$ cat src/sv/kcced_pkg.sv
// Shared types and constants for the key color change event detector.
// Holds the result record, register indexes and the white key lookup mask.
// Depends on nothing.
package kcced_pkg;

  localparam int unsigned KEY_W       = 7;
  localparam int unsigned CHAN_W      = 8;
  localparam int unsigned DIFF_W      = 10;
  localparam int unsigned FRAME_W     = 24;
  localparam int unsigned COUNT_W     = 7;
  localparam int unsigned TEXT_W      = 9;
  localparam int unsigned CFG_IDX_W   = 8;
  localparam int unsigned CFG_DATA_W  = 10;
  localparam int unsigned IN_DATA_W   = 32;
  localparam int unsigned OUT_DATA_W  = 56;

  localparam logic [CFG_IDX_W-1:0] CFG_CHANGE_THRESHOLD  = 8'd0;
  localparam logic [CFG_IDX_W-1:0] CFG_WHITE_REF_BLUE    = 8'd1;
  localparam logic [CFG_IDX_W-1:0] CFG_WHITE_REF_GREEN   = 8'd2;
  localparam logic [CFG_IDX_W-1:0] CFG_WHITE_REF_RED     = 8'd3;
  localparam logic [CFG_IDX_W-1:0] CFG_BLACK_REF_BLUE    = 8'd4;
  localparam logic [CFG_IDX_W-1:0] CFG_BLACK_REF_GREEN   = 8'd5;
  localparam logic [CFG_IDX_W-1:0] CFG_BLACK_REF_RED     = 8'd6;
  localparam logic [CFG_IDX_W-1:0] CFG_TEXT_LENGTH_LIMIT = 8'd7;

  localparam logic [DIFF_W-1:0] THRESHOLD_RESET = 10'd100;
  localparam logic [TEXT_W-1:0] LIMIT_RESET     = 9'd30;

  localparam logic [KEY_W-1:0]   TWO_DIGIT_KEY   = 7'd10;
  localparam logic [2:0]         SHORT_TEXT_LEN  = 3'd3;
  localparam logic [2:0]         LONG_TEXT_LEN   = 3'd4;
  localparam logic [COUNT_W-1:0] COUNT_MAX       = 7'd127;
  localparam logic [TEXT_W-1:0]  TEXT_MAX        = 9'd511;

  localparam logic KIND_EVENT   = 1'b0;
  localparam logic KIND_SUMMARY = 1'b1;

  // Bit i is set when key number i modulo 12 falls on a white key.
  localparam logic [11:0]  WHITE_PATTERN  = 12'b0101_1010_1101;
  localparam logic [127:0] WHITE_KEY_MASK = 128'({11{WHITE_PATTERN}});

  localparam int unsigned FIFO_DEPTH = 4;
  localparam int unsigned FIFO_PTR_W = 2;
  localparam int unsigned FIFO_CNT_W = 3;

  typedef struct packed {
    logic               item_kind;
    logic [KEY_W-1:0]   event_key;
    logic               pressed;
    logic [FRAME_W-1:0] frame_number;
    logic [COUNT_W-1:0] frame_event_count;
    logic [TEXT_W-1:0]  frame_text_length;
    logic               frame_accepted;
    logic               last_of_run;
  } result_t;

endpackage

$ cat src/sv/key_color_change_event_detector.sv
// Top level of the key color change event detector.
// Input register, per-key press tracking, frame totals and a small result queue.
// Depends on kcced_pkg.

// Takes one sampled pixel per piano key and reports key press and release
// events plus one summary per frame. An item is accepted every cycle while
// the input register is empty or the result queue has room for two results;
// it is evaluated from the input register and its results are written into the result queue, which drives the
// output. The output port moves one result per cycle while m_axis_tready is high, so an item that causes both
// an event and a summary occupies the output for two results, and the sustained rate is
// one item per cycle as long as items cause at most one result on average and the output is not stalled.
// Configuration writes are always accepted and must only be made while idle.
module key_color_change_event_detector #(
  parameter int unsigned NUM_KEYS = 88
) (
  input  logic                                  clk_i,
  input  logic                                  rst_ni,
  input  logic                                  cfg_valid_i,
  output logic                                  cfg_ready_o,
  input  logic [kcced_pkg::CFG_IDX_W-1:0]       cfg_index_i,
  input  logic [kcced_pkg::CFG_DATA_W-1:0]      cfg_data_i,
  input  logic                                  s_axis_tvalid,
  output logic                                  s_axis_tready,
  // key_index[6:0], pixel_blue[14:7], pixel_green[22:15], pixel_red[30:23], zero.
  input  logic [kcced_pkg::IN_DATA_W-1:0]       s_axis_tdata,
  input  logic                                  s_axis_tlast,
  output logic                                  m_axis_tvalid,
  input  logic                                  m_axis_tready,
  // event_key[6:0], pressed[7], frame_number[31:8], frame_event_count[38:32],
  // frame_text_length[47:39], frame_accepted[48], zero fill above.
  output logic [kcced_pkg::OUT_DATA_W-1:0]      m_axis_tdata,
  // item_kind[0].
  output logic                                  m_axis_tuser,
  output logic                                  m_axis_tlast
);
  import kcced_pkg::*;

  localparam int unsigned KEY_IDX_W = $clog2(NUM_KEYS);
  localparam logic [KEY_W:0] KEY_LIMIT = (KEY_W + 1)'(NUM_KEYS);
  localparam logic [FIFO_CNT_W-1:0] FIFO_ROOM = FIFO_CNT_W'(FIFO_DEPTH - 2);
  localparam logic [FIFO_CNT_W-1:0] FIFO_FULL = FIFO_CNT_W'(FIFO_DEPTH);

  logic [DIFF_W-1:0] threshold_q;
  logic [CHAN_W-1:0] white_b_q, white_g_q, white_r_q;
  logic [CHAN_W-1:0] black_b_q, black_g_q, black_r_q;
  logic [TEXT_W-1:0] limit_q;

  logic              in_valid_q;
  logic [KEY_W-1:0]  key_q;
  logic [CHAN_W-1:0] pix_b_q, pix_g_q, pix_r_q;
  logic              fend_q;

  logic [NUM_KEYS-1:0] key_pressed_q, key_pressed_d;
  logic [FRAME_W-1:0]  frame_counter_q, frame_counter_d;
  logic [TEXT_W-1:0]   text_len_q, text_len_d;
  logic [COUNT_W-1:0]  event_cnt_q, event_cnt_d;

  result_t                fifo_q [FIFO_DEPTH];
  logic [FIFO_PTR_W-1:0]  wr_ptr_q, wr_ptr_d, rd_ptr_q, rd_ptr_d;
  logic [FIFO_CNT_W-1:0]  count_q, count_d;

  logic                 advance, accept_in, pop;
  logic                 in_range, white, now_pressed, toggle;
  logic [KEY_IDX_W-1:0] key_sel;
  logic [CHAN_W-1:0]    ref_b, ref_g, ref_r, ad_b, ad_g, ad_r;
  logic [DIFF_W-1:0]    diff;
  logic [2:0]           len_add;
  logic [TEXT_W:0]      len_sum;
  logic [TEXT_W-1:0]    len_new;
  logic [COUNT_W-1:0]   cnt_new;
  logic                 frame_ok;
  result_t              ev_res, sm_res, head;
  logic [FIFO_CNT_W-1:0] n_push;

  assign cfg_ready_o   = 1'b1;
  assign advance       = in_valid_q && (count_q <= FIFO_ROOM);
  assign s_axis_tready = !in_valid_q || advance;
  assign accept_in     = s_axis_tvalid && s_axis_tready;
  assign pop           = m_axis_tvalid && m_axis_tready;

  assign in_range = {1'b0, key_q} < KEY_LIMIT;
  assign key_sel  = key_q[KEY_IDX_W-1:0];
  assign white    = WHITE_KEY_MASK[key_q];

  always_comb begin
    ref_b = white ? white_b_q : black_b_q;
    ref_g = white ? white_g_q : black_g_q;
    ref_r = white ? white_r_q : black_r_q;
    ad_b  = (pix_b_q > ref_b) ? pix_b_q - ref_b : ref_b - pix_b_q;
    ad_g  = (pix_g_q > ref_g) ? pix_g_q - ref_g : ref_g - pix_g_q;
    ad_r  = (pix_r_q > ref_r) ? pix_r_q - ref_r : ref_r - pix_r_q;
    diff  = {2'b00, ad_b} + {2'b00, ad_g} + {2'b00, ad_r};
  end

  assign now_pressed = diff > threshold_q;
  assign toggle      = in_range && (now_pressed != key_pressed_q[key_sel]);

  always_comb begin
    len_add = (key_q < TWO_DIGIT_KEY) ? SHORT_TEXT_LEN : LONG_TEXT_LEN;
    len_sum = {1'b0, text_len_q} + {{(TEXT_W - 2){1'b0}}, len_add};
    len_new = text_len_q;
    cnt_new = event_cnt_q;
    if (toggle) begin
      len_new = len_sum[TEXT_W] ? TEXT_MAX : len_sum[TEXT_W-1:0];
      if (event_cnt_q != COUNT_MAX) begin
        cnt_new = event_cnt_q + 1'b1;
      end
    end
    frame_ok = (len_new != '0) && (len_new < limit_q);
  end

  always_comb begin
    ev_res                   = '0;
    ev_res.item_kind         = KIND_EVENT;
    ev_res.event_key         = key_q;
    ev_res.pressed           = now_pressed;
    ev_res.frame_number      = frame_counter_q;
    ev_res.last_of_run       = !fend_q;
    sm_res                   = '0;
    sm_res.item_kind         = KIND_SUMMARY;
    sm_res.frame_number      = frame_counter_q;
    sm_res.frame_event_count = cnt_new;
    sm_res.frame_text_length = len_new;
    sm_res.frame_accepted    = frame_ok;
    sm_res.last_of_run       = 1'b1;
  end

  always_comb begin
    key_pressed_d   = key_pressed_q;
    frame_counter_d = frame_counter_q;
    text_len_d      = text_len_q;
    event_cnt_d     = event_cnt_q;
    n_push          = '0;
    if (advance) begin
      n_push = FIFO_CNT_W'(toggle) + FIFO_CNT_W'(fend_q);
      if (toggle) begin
        key_pressed_d[key_sel] = now_pressed;
      end
      if (fend_q) begin
        frame_counter_d = frame_counter_q + 1'b1;
        text_len_d      = '0;
        event_cnt_d     = '0;
      end else begin
        text_len_d  = len_new;
        event_cnt_d = cnt_new;
      end
    end
    wr_ptr_d = wr_ptr_q + n_push[FIFO_PTR_W-1:0];
    rd_ptr_d = pop ? rd_ptr_q + 1'b1 : rd_ptr_q;
    count_d  = count_q + n_push - FIFO_CNT_W'(pop);
  end

  always_ff @(posedge clk_i or negedge rst_ni) begin
    if (!rst_ni) begin
      threshold_q     <= THRESHOLD_RESET;
      white_b_q       <= '0;
      white_g_q       <= '0;
      white_r_q       <= '0;
      black_b_q       <= '0;
      black_g_q       <= '0;
      black_r_q       <= '0;
      limit_q         <= LIMIT_RESET;
      in_valid_q      <= 1'b0;
      key_pressed_q   <= '0;
      frame_counter_q <= FRAME_W'(1);
      text_len_q      <= '0;
      event_cnt_q     <= '0;
      wr_ptr_q        <= '0;
      rd_ptr_q        <= '0;
      count_q         <= '0;
    end else begin
      if (cfg_valid_i) begin
        unique case (cfg_index_i)
          CFG_CHANGE_THRESHOLD:  threshold_q <= cfg_data_i;
          CFG_WHITE_REF_BLUE:    white_b_q   <= cfg_data_i[CHAN_W-1:0];
          CFG_WHITE_REF_GREEN:   white_g_q   <= cfg_data_i[CHAN_W-1:0];
          CFG_WHITE_REF_RED:     white_r_q   <= cfg_data_i[CHAN_W-1:0];
          CFG_BLACK_REF_BLUE:    black_b_q   <= cfg_data_i[CHAN_W-1:0];
          CFG_BLACK_REF_GREEN:   black_g_q   <= cfg_data_i[CHAN_W-1:0];
          CFG_BLACK_REF_RED:     black_r_q   <= cfg_data_i[CHAN_W-1:0];
          CFG_TEXT_LENGTH_LIMIT: limit_q     <= cfg_data_i[TEXT_W-1:0];
          default: ;
        endcase
      end
      if (accept_in) begin
        in_valid_q <= 1'b1;
      end else if (advance) begin
        in_valid_q <= 1'b0;
      end
      key_pressed_q   <= key_pressed_d;
      frame_counter_q <= frame_counter_d;
      text_len_q      <= text_len_d;
      event_cnt_q     <= event_cnt_d;
      wr_ptr_q        <= wr_ptr_d;
      rd_ptr_q        <= rd_ptr_d;
      count_q         <= count_d;
    end
  end

  always_ff @(posedge clk_i) begin
    if (accept_in) begin
      key_q   <= s_axis_tdata[6:0];
      pix_b_q <= s_axis_tdata[14:7];
      pix_g_q <= s_axis_tdata[22:15];
      pix_r_q <= s_axis_tdata[30:23];
      fend_q  <= s_axis_tlast;
    end
    if (advance) begin
      if (toggle) begin
        fifo_q[wr_ptr_q] <= ev_res;
        if (fend_q) begin
          fifo_q[wr_ptr_q + 1'b1] <= sm_res;
        end
      end else if (fend_q) begin
        fifo_q[wr_ptr_q] <= sm_res;
      end
    end
  end

  assign head          = fifo_q[rd_ptr_q];
  assign m_axis_tvalid = count_q != '0;
  assign m_axis_tuser  = head.item_kind;
  assign m_axis_tlast  = head.last_of_run;
  assign m_axis_tdata  = OUT_DATA_W'({head.frame_accepted, head.frame_text_length,
                                      head.frame_event_count, head.frame_number,
                                      head.pressed, head.event_key});

`ifndef SYNTH
  a_queue_bound: assert property (@(posedge clk_i) disable iff (!rst_ni)
    count_q <= FIFO_FULL)
    else $error("Result queue holds more items than its depth.");

  a_summary_last: assert property (@(posedge clk_i) disable iff (!rst_ni)
    (m_axis_tvalid && (m_axis_tuser == KIND_SUMMARY)) |-> m_axis_tlast)
    else $error("A frame summary is not the last result of its item.");

  a_event_clean: assert property (@(posedge clk_i) disable iff (!rst_ni)
    (m_axis_tvalid && (m_axis_tuser == KIND_EVENT)) |->
      (m_axis_tdata[48:32] == '0))
    else $error("A key event carries nonzero summary fields.");

  a_frame_step: assert property (@(posedge clk_i) disable iff (!rst_ni)
    (advance && fend_q) |=>
      ((frame_counter_q == FRAME_W'($past(frame_counter_q) + 1'b1)) &&
       (text_len_q == '0) && (event_cnt_q == '0)))
    else $error("Frame totals did not restart after a frame end.");
`endif

endmodule

$ cat config.mk
export PLATFORM = sky130hd
export DESIGN_NAME = key_color_change_event_detector
export DESIGN_NICKNAME = d
export VERILOG_FILES = /design/src/sv/kcced_pkg.sv /design/src/sv/key_color_change_event_detector.sv
export SDC_FILE = /design/constraint.sdc
export NUM_CORES = 1
export LEC_CHECK = 0
export BUFFER_PORTS_ARGS = -buffer_cell sky130_fd_sc_hd__clkbuf_2
export CAP_MARGIN = 40
export CORE_ASPECT_RATIO = 1.75
export CORE_MARGIN = 1.5
export CORE_UTILIZATION = 30
export DETAILED_ROUTE_END_ITERATION = 7
export SLEW_MARGIN = 20
export SYNTH_ARGS = -nofsm -noshare
export SYNTH_HDL_FRONTEND = slang
export SYNTH_SLANG_ARGS = --single-unit
$ cat constraint.sdc
create_clock -name clk_i -period 11.2 [get_ports clk_i]
set_input_delay 1.12 -clock clk_i [delete_from_list [all_inputs] [get_ports clk_i]]
set_output_delay 1.12 -clock clk_i [all_outputs]
set_load 0.05 [all_outputs]
==> impl_results.md, run 1 <==
* Most frequent cells in the layout: edfxtp_1 (196), dfrtp_1 (193), o21ai_0 (142)
* Worst R2R Start: white
* First-pass GRT wire length at 87,600 um
* Syn Area/Cell at 11.8 um^2
* Cell variety after synth at about 80
* Rows at ~130
* CP Launch Type: register
* IO Pins at 117
* Crit. Startpoint: white
* CTS Buffer Depth at 3
* Final Hold Fails at 0
* Compound-gate portion of the synthesized area at a little under an eighth
* TritonCTS Buffers at between 40 and 50
* Simple-Gate Fraction of Synth Area at about a tenth
* Cell mode on critical path: a21o_1
* Tmin final at 10.27 ns
* HPWL after DPL at between 30,000 and 40,000 um
* CP required at 11.61 ns
* Clock-pin slew on the worst setup and hold paths at roughly 0.060 ns
* WP data arrival at 10.69 ns
* Setup Buffers After CTS at 0
* Register bit total from synthesis at between 400 and 500
* Top cells by area, synth: edfxtp_1 (26%), dfrtp_1 (21%), mux4_2 (5.6%), ha_1 (4.6%), mux2_2 (4.1%)
* Status: completed
* Root Buffer: clkbuf_16
* Asr flop ratio synth at a little under half
* Routability cong. at 0.832
* Final net count at around 2,200
* CP Max Fanout at 31
* DRC at 0
* Kind of end point of the critical path: register
* Post-synth EDFFs at around 200
* Share of cells above drive strength 1 at between 10% and 20%
* Cts hold-fix bufs at 0
* Drt wl/cell at 18.0 um
* Routed Antenna Nets at 0
* Slew Viols, Final at 0
* R2r worst-path depth at 41
* Endpoints failing setup at 0
* Total GRT Usage at 14.4%
* P&R area growth vs syn at 14.3%
* Most used DFF post-synth: edfxtp_1
* DR pass1 iterations at 5
* TritonCTS clock tree: built
* Tcrit/Tclk final at between 90% and 100%
* GR peak layer: met2
* GRT overflow at 0
* Cells after Synth at just under 2,000
* Final setup TNS at 0 ns
* # diodes at 0
* Setup CP Type: register to register
* FMAX at approximately 0.097 GHz
* Core Area at between 0.07 and 0.08 mm^2
* XOR/XNOR Fraction of Synth Area at under 10%
* Initial antenna violation count at 1
* Worst path slowest cell: dfxtp_1
* Multiplexer share of the synthesized area at 13.4%
* Worst clock skew at between 0.03 and 0.04 ns
* Grt met1 use at 15.7%
* Final WL at 55,100 um
* M3 GR Usage at 2.00%
* Die X at approximately 210 um
* CTS Sinks at 440
* Vias/cell at ~5.0
* Worst skew pair latency at about 0.58 ns
* Vias in the first global route at about 16,000
* HP Class: register to register
* Slew headroom at between 40 and 50%
* Synth warnings at 0
* RSZ-0062 raised after global routing: no
* Min-delay src: fifo_q[2][50]
* Grt met2 use at a little over a quarter
* Post_cts resized at 0
* Port buffer count at roughly 110
* Post-synth top area cell: edfxtp_1
* Synthesized area at around 0.023 mm^2
* Synth Area in Adders at under 10%
* Largest family of logic cells by synthesized area: multiplexers
* Worst slew pin tran at 0.847 ns
* Max_cap viols at 0
* CTS H-tree lvls at 2
* DR iter-0 viols at 724
* Die Height at roughly 370 um
* Most common cell after layout, fill and taps aside: edfxtp_1
* Worst stage delay on the critical path at 0.72 ns
* Synth top area share at between 20% and 30%
* Via count at 15,200
* Die area at a little under 0.08 mm^2
* Hold Slack at about 0.44 ns
* Pin count of the biggest net entering global routing at a little under 90
* WHS Path Cells at 2
* Post-synthesis sequential area ratio at between 50% and 60%
* Initial Util at 30.3%
## logic make-up (layout without fill, tap and decap cells)
family,count (synthesis),count (layout)
AO/OA/AOI/OAI,404,404
other,2,8
adder cells (fa/ha/maj),100,100
buffers and inverters,238,345
multiplexers,224,224
AND/OR/NAND/NOR,464,464
XOR/XNOR,61,61
flip-flops,440,440
## sequential cells by signal (all words and copies together), names as in the netlist, 2 cells and up
| name | cells |
|---|---|
| limit_q | 9 |
| pix_g_q | 8 |
| key_pressed_q | 88 |
| pix_b_q | 8 |
| fifo_q | 204 |
| text_len_q | 9 |
| wr_ptr_q | 2 |
| white_g_q | 8 |
| white_r_q | 8 |
| event_cnt_q | 7 |
| key_q | 7 |
| pix_r_q | 8 |
| rd_ptr_q | 2 |
| frame_counter_q | 24 |
| white_b_q | 8 |
| threshold_q | 10 |
| black_r_q | 8 |
| count_q | 3 |
| black_b_q | 8 |
| black_g_q | 8 |
## cell type report
type / instances / area (um^2)
Fill cell: 7530 / 49200
Sequential cell: 440 / 11800
Multi-Input combinational cell: 1261 / 10000
Clock buffer: 63 / 1290
Tap cell: 1012 / 1270
Timing Repair Buffer: 148 / 1020
Inverter: 116 / 435
Clock inverter: 18 / 183
## layer usage
metal	part of all wire, %	wire, um
met1	38	20900
met2	54	30000
met3	4.2	2320
met4	3.4	1850
met5	0.013	7
## worst paths after layout
kind	slack, ns	to
hold / removal	0.44	fifo_q[2][50]
min in group asynchronous	0.56	key_pressed_q[53]
setup reg to reg	0.93	fifo_q[2][1]
hold reg to reg	0.44	fifo_q[2][50]
setup / recovery	0.93	fifo_q[2][1]
max in group asynchronous	8.71	threshold_q[2]
## critical path, delay by kind of cell, from the launching register on
kind | cells | cell delay (ns)
flip-flops | 1 | 0.72
adder cells (fa/ha/maj) | 5 | 1.68
AO/OA/AOI/OAI | 18 | 3.47
XOR/XNOR | 2 | 0.52
buffers and inverters | 4 | 0.54
AND/OR/NAND/NOR | 9 | 1.98
multiplexers | 3 | 1.14
## synth_stat cells, types with 8 or more instances
cell	number
xnor2_1	38
nor2_1	118
a21o_1	23
buf_1	10
dfrtp_1	195
dfxtp_1	41
buf_4	9
fa_1	17
nor2b_1	17
clkbuf_1	88
o31ai_1	95
xor2_1	23
edfxtp_1	196
o21bai_1	10
mux2i_1	84
buf_6	8
nand4_1	22
nand3_1	58
a221oi_1	8
ha_1	83
a22oi_1	18
a21oi_1	53
inv_1	115
and3_1	14
mux2_2	82
and2_1	103
mux4_2	57
dfstp_2	8
o21ai_0	142
nand2_1	90
nand2b_1	11
## metrics by stage
| stage | setup slack, ns | utilization [%] | area (um^2) | std cells |
|---|---|---|---|---|
| floorplan | 1.76 | - | 22800 | 1939 |
| global placement | 1.08 | 32.3 | 24300 | 2962 |
| detailed placement | 0.929 | 32.6 | 24500 | 2975 |
| CTS | 0.829 | 34.6 | 26000 | 3056 |
| global route | 0.216 | 34.6 | 26000 | 3058 |
| finish | 0.928 | 34.6 | 26000 | 3058 |
Power of run 1 is left out: the tool's default activity adds up to more than one toggle a clock period on the data nets, which glitch-free logic cannot reach.
==> run 2, diff against run 1 <==
--- a/config.mk
+++ b/config.mk
@@ -11,6 +11,7 @@
 export CORE_MARGIN = 1.5
 export CORE_UTILIZATION = 30
 export DETAILED_ROUTE_END_ITERATION = 7
+export RECOVER_POWER = 25
 export SLEW_MARGIN = 20
 export SYNTH_ARGS = -nofsm -noshare
 export SYNTH_HDL_FRONTEND = slang
==> impl_results.md, run 2 (synthesized netlist as in run 1, its figures left out) <==
* First-pass GRT wire length at 87,600 um
* Setup CP Type: register to register
* Worst stage delay on the critical path at approximately 0.73 ns
* Routed Antenna Nets at 0
* DRC at 0
* Post_cts resized at 0
* Slew headroom at -159%
* DR iter-0 viols at 730
* DR pass1 iterations at 5
* TritonCTS Buffers at 44
* Die area at ~0.078 mm^2
* WP data arrival at ~11 ns
* Setup Buffers After CTS at 0
* FMAX at 0.0974 GHz
* Slew Viols, Final at ~140
* Cts hold-fix bufs at 0
* IO Pins at 117
* Status: finished with violations
* Final net count at between 2,000 and 2,500
* Biggest registers after layout: fifo_q: 204 flops, key_pressed_q: 88 flops, frame_counter_q: 24 flops
* Vias in the first global route at ~16,000
* HP Class: register to register
* Most frequent cells in the layout: edfxtp_1 (196), dfrtp_1 (193), o21ai_0 (142)
* Worst path slowest cell: dfxtp_1
* CP Launch Type: register
* Core Area at roughly 0.075 mm^2
* Die X at approximately 210 um
* Worst clock skew at ~0.033 ns
* Via count at around 15,000
* Worst skew pair latency at slightly below 0.6 ns
* Initial Util at slightly above 30%
* Pin count of the biggest net entering global routing at slightly below 90
* GRT overflow at 0
* CTS Buffer Depth at 3
* Max_cap viols at 3
* Cell mode on critical path: a21o_1
* Biggest register: fifo_q
* CTS H-tree lvls at 2
* Vias/cell at 4.98
* Clock-pin slew on the worst setup and hold paths at 0.06 ns
* RSZ-0062 raised after global routing: no
* Most common cell after layout, fill and taps aside: edfxtp_1
* Worst slew pin tran at 3.89 ns
* Endpoints failing setup at 0
* TritonCTS clock tree: built
* Max reg flops at just over 200
* Final Hold Fails at 0
* Tcrit/Tclk final at between 90% and 100%
* CTS Sinks at 440
* P&R area growth vs syn at 14.1%
* CP required at around 12 ns
* Total GRT Usage at roughly 14%
* Drt wl/cell at roughly 18 um
* Root Buffer: clkbuf_16
* Share of cells above drive strength 1 at between 10% and 20%
* Kind of end point of the critical path: register
* CP top delay family: compound AO/OA/AOI/OAI gates
* Tmin final at a little over 10 ns
* HPWL after DPL at 38,500 um
* Die Height at around 370 um
* Port buffer count at 107
* Worst path buffer plus inverter count at 4
* Rows at 133
* Final WL at 55,000 um
* CP Max Fanout at 31
* Initial antenna violation count at 1
* Failing checks: max-capacitance violations, max-slew violations
* Final setup TNS at 0 ns
* Routability cong. at 0.832
run 2: routing by layer:
metal | GRT usage [%] | wire length, um
met1 | 15.7 | 21000
met2 | 27.5 | 29900
met3 | 2.00 | 2280
met4 | 5.49 | 1810
met5 | 0 | 7
run 2: final timing paths:
| path | cells after the start | start | slack (ns) | end |
|---|---|---|---|---|
| worst max-delay path | 41 | white | 0.93 | fifo_q[2][1] |
| worst min-delay path | 2 | fifo_q[2][50] | 0.44 | fifo_q[2][50] |
| worst max register to register | 41 | white | 0.93 | fifo_q[2][1] |
| worst min register to register | 2 | fifo_q[2][50] | 0.44 | fifo_q[2][50] |
| max in group asynchronous | 5 | rst_ni | 4.05 | threshold_q[2] |
| min in group asynchronous | 1 | rst_ni | 1.90 | key_pressed_q[53] |
run 2: worst reg2reg max path, delay by kind of cell, from the launching register on:
family,cells,cell delay (ns)
flops,1,0.73
compound gates,18,3.47
buf+inv,4,0.55
fa+ha+maj,5,1.68
mux,3,1.14
xor+xnor,2,0.52
simple gates,9,1.99
run 2: cell type report:
class,instances,area [um^2]
well taps,1012,1270
clock inverters,18,183
inverters,116,435
fillers,7541,49200
clock buffers,63,1290
flip-flops and latches,440,11800
multi-input cells,1261,10000
repair buffers,148,970
diodes,1,2.50
run 2: through the flow:
step / setup WS, ns / instances / utilization, % / hold WS [ns] / instance area, um^2
after floorplan: 1.76 / 1939 / - / 0.418 / 22800
after global placement: 1.08 / 2962 / 32.3 / 0.429 / 24300
after detailed placement: 0.929 / 2975 / 32.6 / 0.434 / 24500
after CTS: 0.829 / 3056 / 34.6 / 0.444 / 26000
after global routing: 0.216 / 3058 / 34.5 / 0.478 / 26000
final: 0.929 / 3059 / 34.5 / 0.445 / 26000
Power of run 2 is left out for the same reason.
